`src/design/sysex_config_command_parser_macros.svh`:
```
// Assertion macros for the sysex config command parser.
`ifndef SYSEX_CONFIG_COMMAND_PARSER_MACROS_SVH
`define SYSEX_CONFIG_COMMAND_PARSER_MACROS_SVH

`ifndef SYNTHESIS

// a holds at an edge -> c holds at the same edge
`define SCCP_ASSERT_IMP(lbl, clk, rst_n, a, c) \
  lbl: assert property (@(posedge clk) disable iff (!rst_n) (a) |-> (c)) \
    else $error("sccp implication check failed");

// a holds at an edge -> c holds at the next edge
`define SCCP_ASSERT_NXT(lbl, clk, rst_n, a, c) \
  lbl: assert property (@(posedge clk) disable iff (!rst_n) (a) |=> (c)) \
    else $error("sccp next-cycle check failed");

`else

`define SCCP_ASSERT_IMP(lbl, clk, rst_n, a, c)
`define SCCP_ASSERT_NXT(lbl, clk, rst_n, a, c)

`endif

`endif

```
`src/design/sccp_pkg.sv`:
```
package sccp_pkg;

  localparam logic [7:0] HDR_LEN    = 8'd6;
  localparam logic [7:0] CMD_POS    = 8'd7;   // first byte after the command
  localparam logic [7:0] DATA_POS   = 8'd12;  // first byte whose pair can complete
  localparam logic [7:0] END_BYTE   = 8'hF7;
  localparam logic [7:0] NO_COMMAND = 8'hFF;

  localparam logic [7:0] CMD_RESET = 8'd0;
  localparam logic [7:0] CMD_NOP   = 8'd1;
  localparam logic [7:0] CMD_WRITE = 8'd2;

  localparam logic ACT_RESET = 1'b0;
  localparam logic ACT_WRITE = 1'b1;

  typedef struct packed {
    logic [7:0] pos;
    logic [7:0] cmd;
  } ctx_t;

  typedef struct packed {
    logic        action;
    logic [15:0] addr;
    logic [7:0]  data;
  } result_t;

  function automatic logic [7:0] hdr_byte(input logic [2:0] idx);
    logic [7:0] val;
    unique case (idx)
      3'd0:    val = 8'hF0;
      3'd1:    val = 8'h7D;
      3'd2:    val = 8'h4D;
      3'd3:    val = 8'h4C;
      3'd4:    val = 8'h4E;
      3'd5:    val = 8'h4B;
      default: val = 8'h00;
    endcase
    return val;
  endfunction

endpackage

```
`src/design/sccp_step.sv`:
```
module sccp_step
  import sccp_pkg::*;
(
  input  ctx_t        ctx,
  input  logic [15:0] base,
  input  logic [7:0]  pend,
  input  logic [7:0]  data_byte,
  output ctx_t        ctx_nxt,
  output logic [15:0] base_nxt,
  output logic [7:0]  pend_nxt,
  output logic        emit,
  output result_t     res
);

  logic       is_end;
  logic [7:0] k;
  logic [7:0] pair;
  logic       abort_msg;

  assign is_end = (data_byte == END_BYTE);
  assign k      = ctx.pos - CMD_POS;
  assign pair   = (ctx.pos - DATA_POS) >> 1;

  always_comb begin
    ctx_nxt   = ctx;
    base_nxt  = base;
    pend_nxt  = pend;
    emit      = 1'b0;
    res       = '0;
    abort_msg = 1'b0;
    if (ctx.pos < HDR_LEN) begin
      ctx_nxt.pos = (data_byte == hdr_byte(ctx.pos[2:0])) ? ctx.pos + 8'd1 : 8'd0;
    end else if (ctx.pos == HDR_LEN) begin
      if (!is_end) begin
        ctx_nxt.cmd = data_byte;
        ctx_nxt.pos = CMD_POS;
      end else begin
        ctx_nxt.pos = 8'd0;
      end
    end else begin
      priority if (ctx.cmd == CMD_RESET) begin
        if (is_end) begin
          emit       = 1'b1;
          res.action = ACT_RESET;
        end
      end else if (ctx.cmd == CMD_WRITE) begin
        if (!is_end) begin
          if (k < 8'd4) begin
            // address nibbles, most significant first; first one clears base
            unique case (k[1:0])
              2'd0: base_nxt = {data_byte[3:0], 12'h000};
              2'd1: base_nxt = base | {data_byte, 8'h00};
              2'd2: base_nxt = base | {4'h0, data_byte, 4'h0};
              2'd3: base_nxt = base | {8'h00, data_byte};
            endcase
          end else if (ctx.pos[0]) begin
            pend_nxt = {data_byte[3:0], 4'h0};
          end else begin
            pend_nxt   = pend | data_byte;
            emit       = 1'b1;
            res.action = ACT_WRITE;
            res.addr   = base + {8'h00, pair};
            res.data   = pend | data_byte;
          end
        end
      end else if (ctx.cmd != CMD_NOP) begin
        abort_msg = 1'b1;
      end
      ctx_nxt.pos = (is_end || abort_msg) ? 8'd0 : ctx.pos + 8'd1;
    end
  end

endmodule

```
`src/design/sysex_config_command_parser.sv`:
```
// An accepted item is held in the input stage register; its result, if any, is then registered in the result register.
// Throughput: one item per cycle unless a result-side stall holds it; the per-port parse update is single pass.
// A stall on the result side holds only items that produce a result.
// Reset: synchronous, active low; all header positions 0, commands 0xFF,
// base address and pending byte 0, both pipeline stages empty.
module sysex_config_command_parser
  import sccp_pkg::*;
#(
  parameter int NUM_PORTS = 2
) (
  input  logic        clk,
  input  logic        rst_n,
  input  logic        in_valid,
  output logic        in_ready,
  input  logic        in_source_port,
  input  logic [7:0]  in_data_byte,
  output logic        out_valid,
  input  logic        out_ready,
  output logic        out_action,
  output logic [15:0] out_write_address,
  output logic [7:0]  out_write_data
);

`include "sysex_config_command_parser_macros.svh"

  localparam int IDXW = (NUM_PORTS > 1) ? $clog2(NUM_PORTS) : 1;

  // input stage
  logic       s1_valid_r;
  logic       s1_port_r;
  logic [7:0] s1_byte_r;

  // parser state: per-port context, shared base and pending nibble byte
  ctx_t        ctx_r [NUM_PORTS];
  logic [15:0] base_r;
  logic [7:0]  pend_r;

  // result register
  logic    res_valid_r;
  result_t res_r;

  logic            port_ok;
  logic [IDXW-1:0] idx;
  ctx_t            ctx_cur;
  ctx_t            ctx_nxt;
  logic [15:0]     base_nxt;
  logic [7:0]      pend_nxt;
  logic            step_emit;
  logic            emit;
  result_t         step_res;
  logic            s1_adv;

  // bytes tagged with a port index of NUM_PORTS or more are dropped silently
  assign port_ok = (int'(s1_port_r) < NUM_PORTS);
  assign idx     = IDXW'(s1_port_r);
  assign ctx_cur = port_ok ? ctx_r[idx] : '0;

  sccp_step u_step (
    .ctx       (ctx_cur),
    .base      (base_r),
    .pend      (pend_r),
    .data_byte (s1_byte_r),
    .ctx_nxt   (ctx_nxt),
    .base_nxt  (base_nxt),
    .pend_nxt  (pend_nxt),
    .emit      (step_emit),
    .res       (step_res)
  );

  assign emit = port_ok && step_emit;

  // item leaves the input stage unless it has a result while the result register is full and not read
  assign s1_adv   = s1_valid_r && (!emit || !res_valid_r || out_ready);
  assign in_ready = !s1_valid_r || s1_adv;

  always_ff @(posedge clk) begin
    if (!rst_n) begin
      s1_valid_r <= 1'b0;
    end else if (in_valid && in_ready) begin
      s1_valid_r <= 1'b1;
    end else if (s1_adv) begin
      s1_valid_r <= 1'b0;
    end
  end

  always_ff @(posedge clk) begin
    if (in_valid && in_ready) begin
      s1_port_r <= in_source_port;
      s1_byte_r <= in_data_byte;
    end
  end

  always_ff @(posedge clk) begin
    if (!rst_n) begin
      for (int i = 0; i < NUM_PORTS; i++) begin
        ctx_r[i].pos <= 8'd0;
        ctx_r[i].cmd <= NO_COMMAND;
      end
      base_r <= 16'h0000;
      pend_r <= 8'h00;
    end else if (s1_adv && port_ok) begin
      ctx_r[idx] <= ctx_nxt;
      base_r     <= base_nxt;
      pend_r     <= pend_nxt;
    end
  end

  always_ff @(posedge clk) begin
    if (!rst_n) begin
      res_valid_r <= 1'b0;
    end else if (s1_adv && emit) begin
      res_valid_r <= 1'b1;
    end else if (out_ready) begin
      res_valid_r <= 1'b0;
    end
  end

  always_ff @(posedge clk) begin
    if (s1_adv && emit) begin
      res_r <= step_res;
    end
  end

  assign out_valid         = res_valid_r;
  assign out_action        = res_r.action;
  assign out_write_address = res_r.addr;
  assign out_write_data    = res_r.data;

  // a completed item with a result must land in the result register
  `SCCP_ASSERT_NXT(a_res_load, clk, rst_n, s1_adv && emit, res_valid_r)
  // a reset event carries zero address and data
  `SCCP_ASSERT_IMP(a_reset_zero, clk, rst_n,
                   res_valid_r && (res_r.action == ACT_RESET),
                   (res_r.addr == 16'h0000) && (res_r.data == 8'h00))
  // a byte for a port index of NUM_PORTS or more leaves base and pending byte alone
  `SCCP_ASSERT_NXT(a_drop_port, clk, rst_n, s1_valid_r && !port_ok,
                   $stable(base_r) && $stable(pend_r))

endmodule
```
`config.mk`:
```
export PLATFORM = sky130hd
export DESIGN_NAME = sysex_config_command_parser
export DESIGN_NICKNAME = d
export VERILOG_FILES = /design/src/design/sccp_pkg.sv /design/src/design/sccp_step.sv /design/src/design/sysex_config_command_parser.sv
export VERILOG_INCLUDE_DIRS = /design/src /design/src/design
export SDC_FILE = /design/constraint.sdc
export NUM_CORES = 1
export LEC_CHECK = 0
export BUFFER_PORTS_ARGS = -buffer_cell sky130_fd_sc_hd__buf_2
export CELL_PAD_IN_SITES_DETAIL_PLACEMENT = 0
export CELL_PAD_IN_SITES_GLOBAL_PLACEMENT = 2
export CORE_MARGIN = 2
export CORE_UTILIZATION = 36
export DETAILED_ROUTE_END_ITERATION = 12
export GPL_TIMING_DRIVEN = 0
export PLACE_DENSITY_LB_ADDON = 0.12
export RECOVER_POWER = 100
export SLEW_MARGIN = 10
export SYNTH_ARGS = -nofsm -noshare
export SYNTH_HDL_FRONTEND = slang
export SYNTH_HIERARCHICAL = 1
export SYNTH_SLANG_ARGS = --single-unit
```
`constraint.sdc`:
```
create_clock -name clk -period 13 [get_ports clk]
set_input_delay 0.65 -clock clk [delete_from_list [all_inputs] [get_ports clk]]
set_output_delay 0.65 -clock clk [all_outputs]
set_load 0.01 [all_outputs]
```
==> results of run 1 <==
-- how the worst max path moves through the flow --
stage	endpoint	slack (ns)
6_report	ctx_r[0][13]	7.01
2_1_floorplan	ctx_r[0][0]	8.86
5_1_grt	ctx_r[0][13]	6.41
4_1_cts	out_write_address[3]	8.15
3_3_place_gp	ctx_r[0][13]	7.37
3_5_place_dp	out_write_address[0]	8.19
-- critical path, stage by stage, from the launching register on --
cell and delay [ns]:
dfxtp_1 0.31, clkbuf_1 0.40, clkbuf_1 0.58, mux2_1 0.52
inv_1 0.18, ha_1 0.22, nand2_1 0.12, and4_1 0.24
o311ai_0 0.75, clkbuf_1 0.44, nand4_1 0.14, a211oi_1 0.49
nand3b_1 0.22, nand3_1 0.21, o21ai_0 0.39, clkbuf_1 0.43
-- logic make-up (layout without fill, tap and decap cells) --
kind of cell / after synthesis / after routing
xor+xnor: 23 / 23
compound gates: 97 / 97
buf+inv: 49 / 105
simple gates: 225 / 225
mux: 49 / 49
fa+ha+maj: 19 / 19
flops: 93 / 93
-- through the flow --
step | cells | total power, W | hold slack (ns) | instance area, um^2 | worst slack, ns
2_1_floorplan | 555 | 0.000391 | 0.434 | 5680 | 8.86
3_3_place_gp | 805 | 0.000417 | 0.443 | 6140 | 7.37
3_5_place_dp | 806 | 0.000418 | 0.448 | 6160 | 8.19
4_1_cts | 822 | 0.000710 | 0.458 | 6480 | 8.15
5_1_grt | 822 | 0.000724 | 0.472 | 6340 | 6.41
6_report | 822 | 0.000700 | 0.454 | 6340 | 7.01
-- final cells by class --
class / instances / area (um^2) / share of cell area (%)
multi-input cells: 413 / 2850 / 44.9
inverters: 11 / 41.3 / 0.651
plain buffers: 38 / 181 / 2.86
clock buffers: 10 / 239 / 3.77
clock inverters: 6 / 86.3 / 1.36
well taps: 211 / 264 / 4.16
flip-flops and latches: 93 / 2520 / 39.8
repair buffers: 40 / 164 / 2.58
-- power by group --
group          internal (W)  switching, W
logic             0.0000284     0.0000559
registers          0.000321    0.00000293
clock network      0.000174      0.000118
-- cells in the mapped netlist, types with 4 or more instances --
master    number  area share (%)
nor2_1        43             2.8
nand4_1        9            0.99
or3_1          6            0.66
buf_6          5            0.99
nand2b_1      17             1.9
clkbuf_1      17             1.1
xnor2_1        6            0.93
edfxtp_1      66              35
ha_1          18             4.0
o21ai_0       18             1.6
nand3_1       10            0.88
mux2_2        19             3.8
mux2_4         6             1.6
and3_1        14             1.5
a31oi_1        5            0.55
a22o_1         5            0.77
a221oi_1       5            0.77
nor3_1        10            0.88
a211oi_1       4            0.53
inv_1          9            0.59
buf_2         14             1.2
a22oi_1        5            0.66
or2_2          5            0.55
a21oi_1       19             1.7
and2_1        12             1.3
o211ai_1       5            0.66
mux2i_1       24             4.2
dfxtp_1       27             9.5
a41oi_1        4            0.62
nand2_1       72             4.8
xor2_1        17             2.6
and4_1         5            0.77
-- registers in the layout (all words and copies together), names as in the netlist, named ones only --
name	count
s1_valid_r	1
out_write_data	8
s1_byte_r	8
base_r	16
out_action	1
out_write_address	16
pend_r	8
idx	1
ctx_r	32
out_valid	1
-- routing by layer --
metal | global-route usage [%] | vias up
met5 | 0 | -
met2 | 28.1 | 87
met1 | 26.9 | 2117
met3 | 2.31 | 11
met4 | 6.01 | 0
li1 | - | 2131
==> metrics.txt, run 1 <==
status=complete, no violations; PostCTS Resize Cnt=0; Hold Buf Count CTS=0; antenna violations before repair=0; # port buffers=39; Worst Hold Class=register to register; Final setup viols=0; worst reg2reg path depth=15; minimum clock period=between 5 and 6 ns; ANT nets after route=0; fmax=about 170 MHz; Leak=2.15 nW; Ys Warns=6; final period utilization=a little under half; hold_sp=base_r[7]; Top Layer Used=met4; Startpoint Class=register; Filler Cells Inserted=approximately 1,600; number of failing hold endpoints at the final stage=0; vias=4,346; worst-case hold path end point=base_r[7]; Simple-Gate Fraction of Synth Area=around a fifth; htree depth=3; Die W=about 130 um; CTS tree=yes; routed vias/inst=around 5.3; Clock Root Buffer=clkbuf_16; WL met3=between 500 and 600 um; critical-path maximum fanout=10; commonest non-fill, non-tap cell in the layout=nand2_1; Post-Synth XOR/XNOR Area=3.55%; setup bufs post-CTS=0; total CTS buffers=9; measured slew at the worst slew-check pin=~1.3 ns; GRT overflow=0; Post-layout nets=638; first-pass GRT wire length=23,400 um; max_slew headroom=9.66%; clock buffer depth=2; Final Skew=~0.007 ns; fin. max-slew vios=0; compound-cell area share of the yosys netlist=about an eighth; clk slew on worst S/H paths=around 0.070 ns; hold depth=2; die area=~0.017 mm^2; Most used DFF post-synth=edfxtp_1; synthesized net count=between 500 and 600; RSZ-0062 raised after global routing=false; #FFs+latches synth=93; R2R setup slack=7.01 ns; vias in the first global route=roughly 4,300; Initial Util=a little under two fifths; crit end category=register; later-pin clock latency in the skew report=0.35 ns; largest net degree at the start of global routing=26; Area growth syn-to-layout=11.7%; Syn Inst Count=about 560; Netlist cell types=69; reg2reg end=ctx_r[0][13]; FFs w/ async S/R, synth=0%; gpl congestion=0.788; n_diodes=0; WL met2=between 6000 and 7000 um; Layout Utilization=41.4%; # clock sinks=a little over 90; Core Rows=45; PwrDens=110 mW/mm^2; EDFF count, synth=66; hpwl dp=between 10,000 and 15,000 um; Tot GR Track Use=a little under a fifth; share of cells above drive strength 1=approximately 13%; Detailed Route WL=approximately 15,000 um; critical path arrival=6.01 ns; commonest cells after routing, fill and taps aside=nand2_1 (72), edfxtp_1 (66), clkbuf_1 (56), nor2_1 (43), dfxtp_1 (27); Synth Area per Inst=just over 10 um^2; drt initial violations=around 230; CP Class=register to register; Max Cap Viol=0; die height=130 um; Met1 Wirelength=~7600 um; adder-cell share of the synthesized area=under 10%; Max VDD drop=about 0.067 mV; multiplexer share of the synthesized area=under 10%; main combinational cell family by area after synthesis=simple AND/OR/NAND/NOR gates; Mapped Area=about 0.0057 mm^2; register area share after synthesis=between 40% and 50%; Core ar.=0.0153 mm^2; WL per Instance=about 18 um; total I/O pin count=40; Critical Path RT=~13 ns; Pre-Repair DR Iteration Count=4; DRC=0; Sum Neg Setup Slack=0 ns
Power figures use the tool's default switching activity.
==> run 2: changes to the inputs <==
- clock period: 13 -> 5.41 ns (I/O delays scaled with it)
==> metrics.txt, run 2 (synthesized netlist as in run 1, its figures left out) <==
status=complete, no violations; routed vias/inst=approximately 5.3; Hold Buf Count CTS=0; GRT overflow=0; register area=around 0.0025 mm^2; CTS tree=yes; Leak=approximately 2.2 nW; Detailed Route WL=about 15,000 um; PwrDens=approximately 260 mW/mm^2; Final setup viols=0; commonest cells after routing, fill and taps aside=nand2_1 (72), edfxtp_1 (66), clkbuf_1 (48), nor2_1 (43), dfxtp_1 (27); antenna violations before repair=0; Worst path slowest cell=clkbuf_1; setup bufs post-CTS=0; hpwl dp=about 11,000 um; Finished Layout Cells=slightly above 800; CP Class=register to register; Worst Hold Class=input pin to register; later-pin clock latency in the skew report=0.35 ns; Initial Util=a little under two fifths; Most flops, register=ctx_r; DRC=0; Core Rows=between 40 and 50; minimum clock period=approximately 4.8 ns; Max Cap Viol=0; Clock Root Buffer=clkbuf_16; Filler Cells Inserted=1,557; area of the multi-input gates=around 0.0029 mm^2; n_diodes=0; Startpoint Class=register; measured slew at the worst slew-check pin=roughly 1.2 ns; final instance area=~0.0064 mm^2; Pre-Repair DR Iteration Count=5; crit end category=register; vias=roughly 4,400; # clock sinks=93; WL per Instance=approximately 18 um; RSZ-0062 raised after global routing=false; max FFs per register=32; Placed Cells=slightly above 800; vias in the first global route=about 4,300; Net Sw Power=between 0.0004 and 0.0005 W; crit path buf inv count=5; fin. max-slew vios=0; Tot GR Track Use=between 10% and 20%; Final Skew=about 0.0080 ns; largest net degree at the start of global routing=26; PostCTS Resize Cnt=0; die height=about 130 um; Placed Area=0.00616 mm^2; first-pass GRT wire length=roughly 23,000 um; Top Family by Delay on Critical Path=buffers and inverters; Layout Utilization=about two fifths; fmax=roughly 210 MHz; clock buffer depth=2; max_slew headroom=approximately a fifth; Max VDD drop=between 0.15 and 0.2 mV; Core ar.=about 0.015 mm^2; final period utilization=just under 90%; Sum Neg Setup Slack=0 ns; total I/O pin count=40; number of failing hold endpoints at the final stage=0; drt initial violations=235; clk slew on worst S/H paths=about 0.070 ns; die area=between 0.015 and 0.02 mm^2; commonest non-fill, non-tap cell in the layout=nand2_1; internal power=0.00126 W; switching share of total power=roughly a quarter; clock power share=between 40% and 50%; critical-path maximum fanout=10; share of cells above drive strength 1=14.9%; htree depth=3; total CTS buffers=9; critical path arrival=slightly below 5 ns; CP peak stage delay=0.55 ns; Die W=roughly 130 um; sequential share of power=approximately 46%; worst path cell trace=buf_2 > clkbuf_1 > mux2_2 > inv_2 > ha_1 > nand2_1 > and4_1 > o311ai_2 > buf_2 > nand4_1 > a211oi_1 > nand3b_1 > and3_2 > buf_2 > and3_1; ANT nets after route=0; critical path's most frequent cell=buf_2; Area growth syn-to-layout=12.5%; Combinational Power Share=about an eighth; Critical Path RT=approximately 5.5 ns; gpl congestion=roughly 0.8; Post-layout nets=638; # port buffers=39
==> run 2: cell count changes in the layout (fill, tap and decap cells not counted), sizes merged <==
cell / previous run / this run
buf: 22 / 28
clkbuf: 66 / 60
==> run 2: layout make-up <==
| cell class | count | area share (%) |
|---|---|---|
| clock inverters | 6 | 1.35 |
| flip-flops and latches | 93 | 39.5 |
| well taps | 211 | 4.13 |
| plain buffers | 38 | 3.08 |
| multi-input cells | 413 | 44.8 |
| repair buffers | 40 | 2.74 |
| inverters | 11 | 0.647 |
| clock buffers | 10 | 3.74 |
==> run 2: routing by layer <==
| layer | global-route usage, % | share of wire [%] |
|---|---|---|
| met2 | 28.1 | 44 |
| met1 | 26.9 | 51 |
| met5 | 0 | 0 |
| met4 | 6.01 | 1.4 |
| met3 | 2.31 | 3.2 |
==> run 2: power groups by stage <==
stage	sequential, W	clock [W]	combinational [W]
finish	0.000777	0.000703	0.000206
global route	0.000778	0.000738	0.000227
CTS	0.000777	0.000716	0.000212
detailed placement	0.000793	0	0.000211
global placement	0.000793	0	0.000209
floorplan	0.000790	0	0.000151
==> run 2: per-stage QoR <==
stage	setup WS [ns]	hold WS (ns)	total power [W]
2_1_floorplan	1.27	0.369	0.000940
3_3_place_gp	-0.221	0.443	0.00100
3_5_place_dp	0.601	0.448	0.00100
4_1_cts	0.564	0.0849	0.00171
5_1_grt	0.304	0.0928	0.00174
6_report	0.643	0.0963	0.00169
==> run 2: path summary, 6_finish.rpt <==
path | startpoint | endpoint | slack [ns] | cells past startpoint
setup / recovery | register | ctx_r[1][11] | 0.64 | 15
hold / removal | in_data_byte[0] | s1_byte_r[0] | 0.1 | 1
setup reg to reg | register | ctx_r[1][11] | 0.64 | 15
hold reg to reg | base_r[7] | base_r[7] | 0.45 | 2
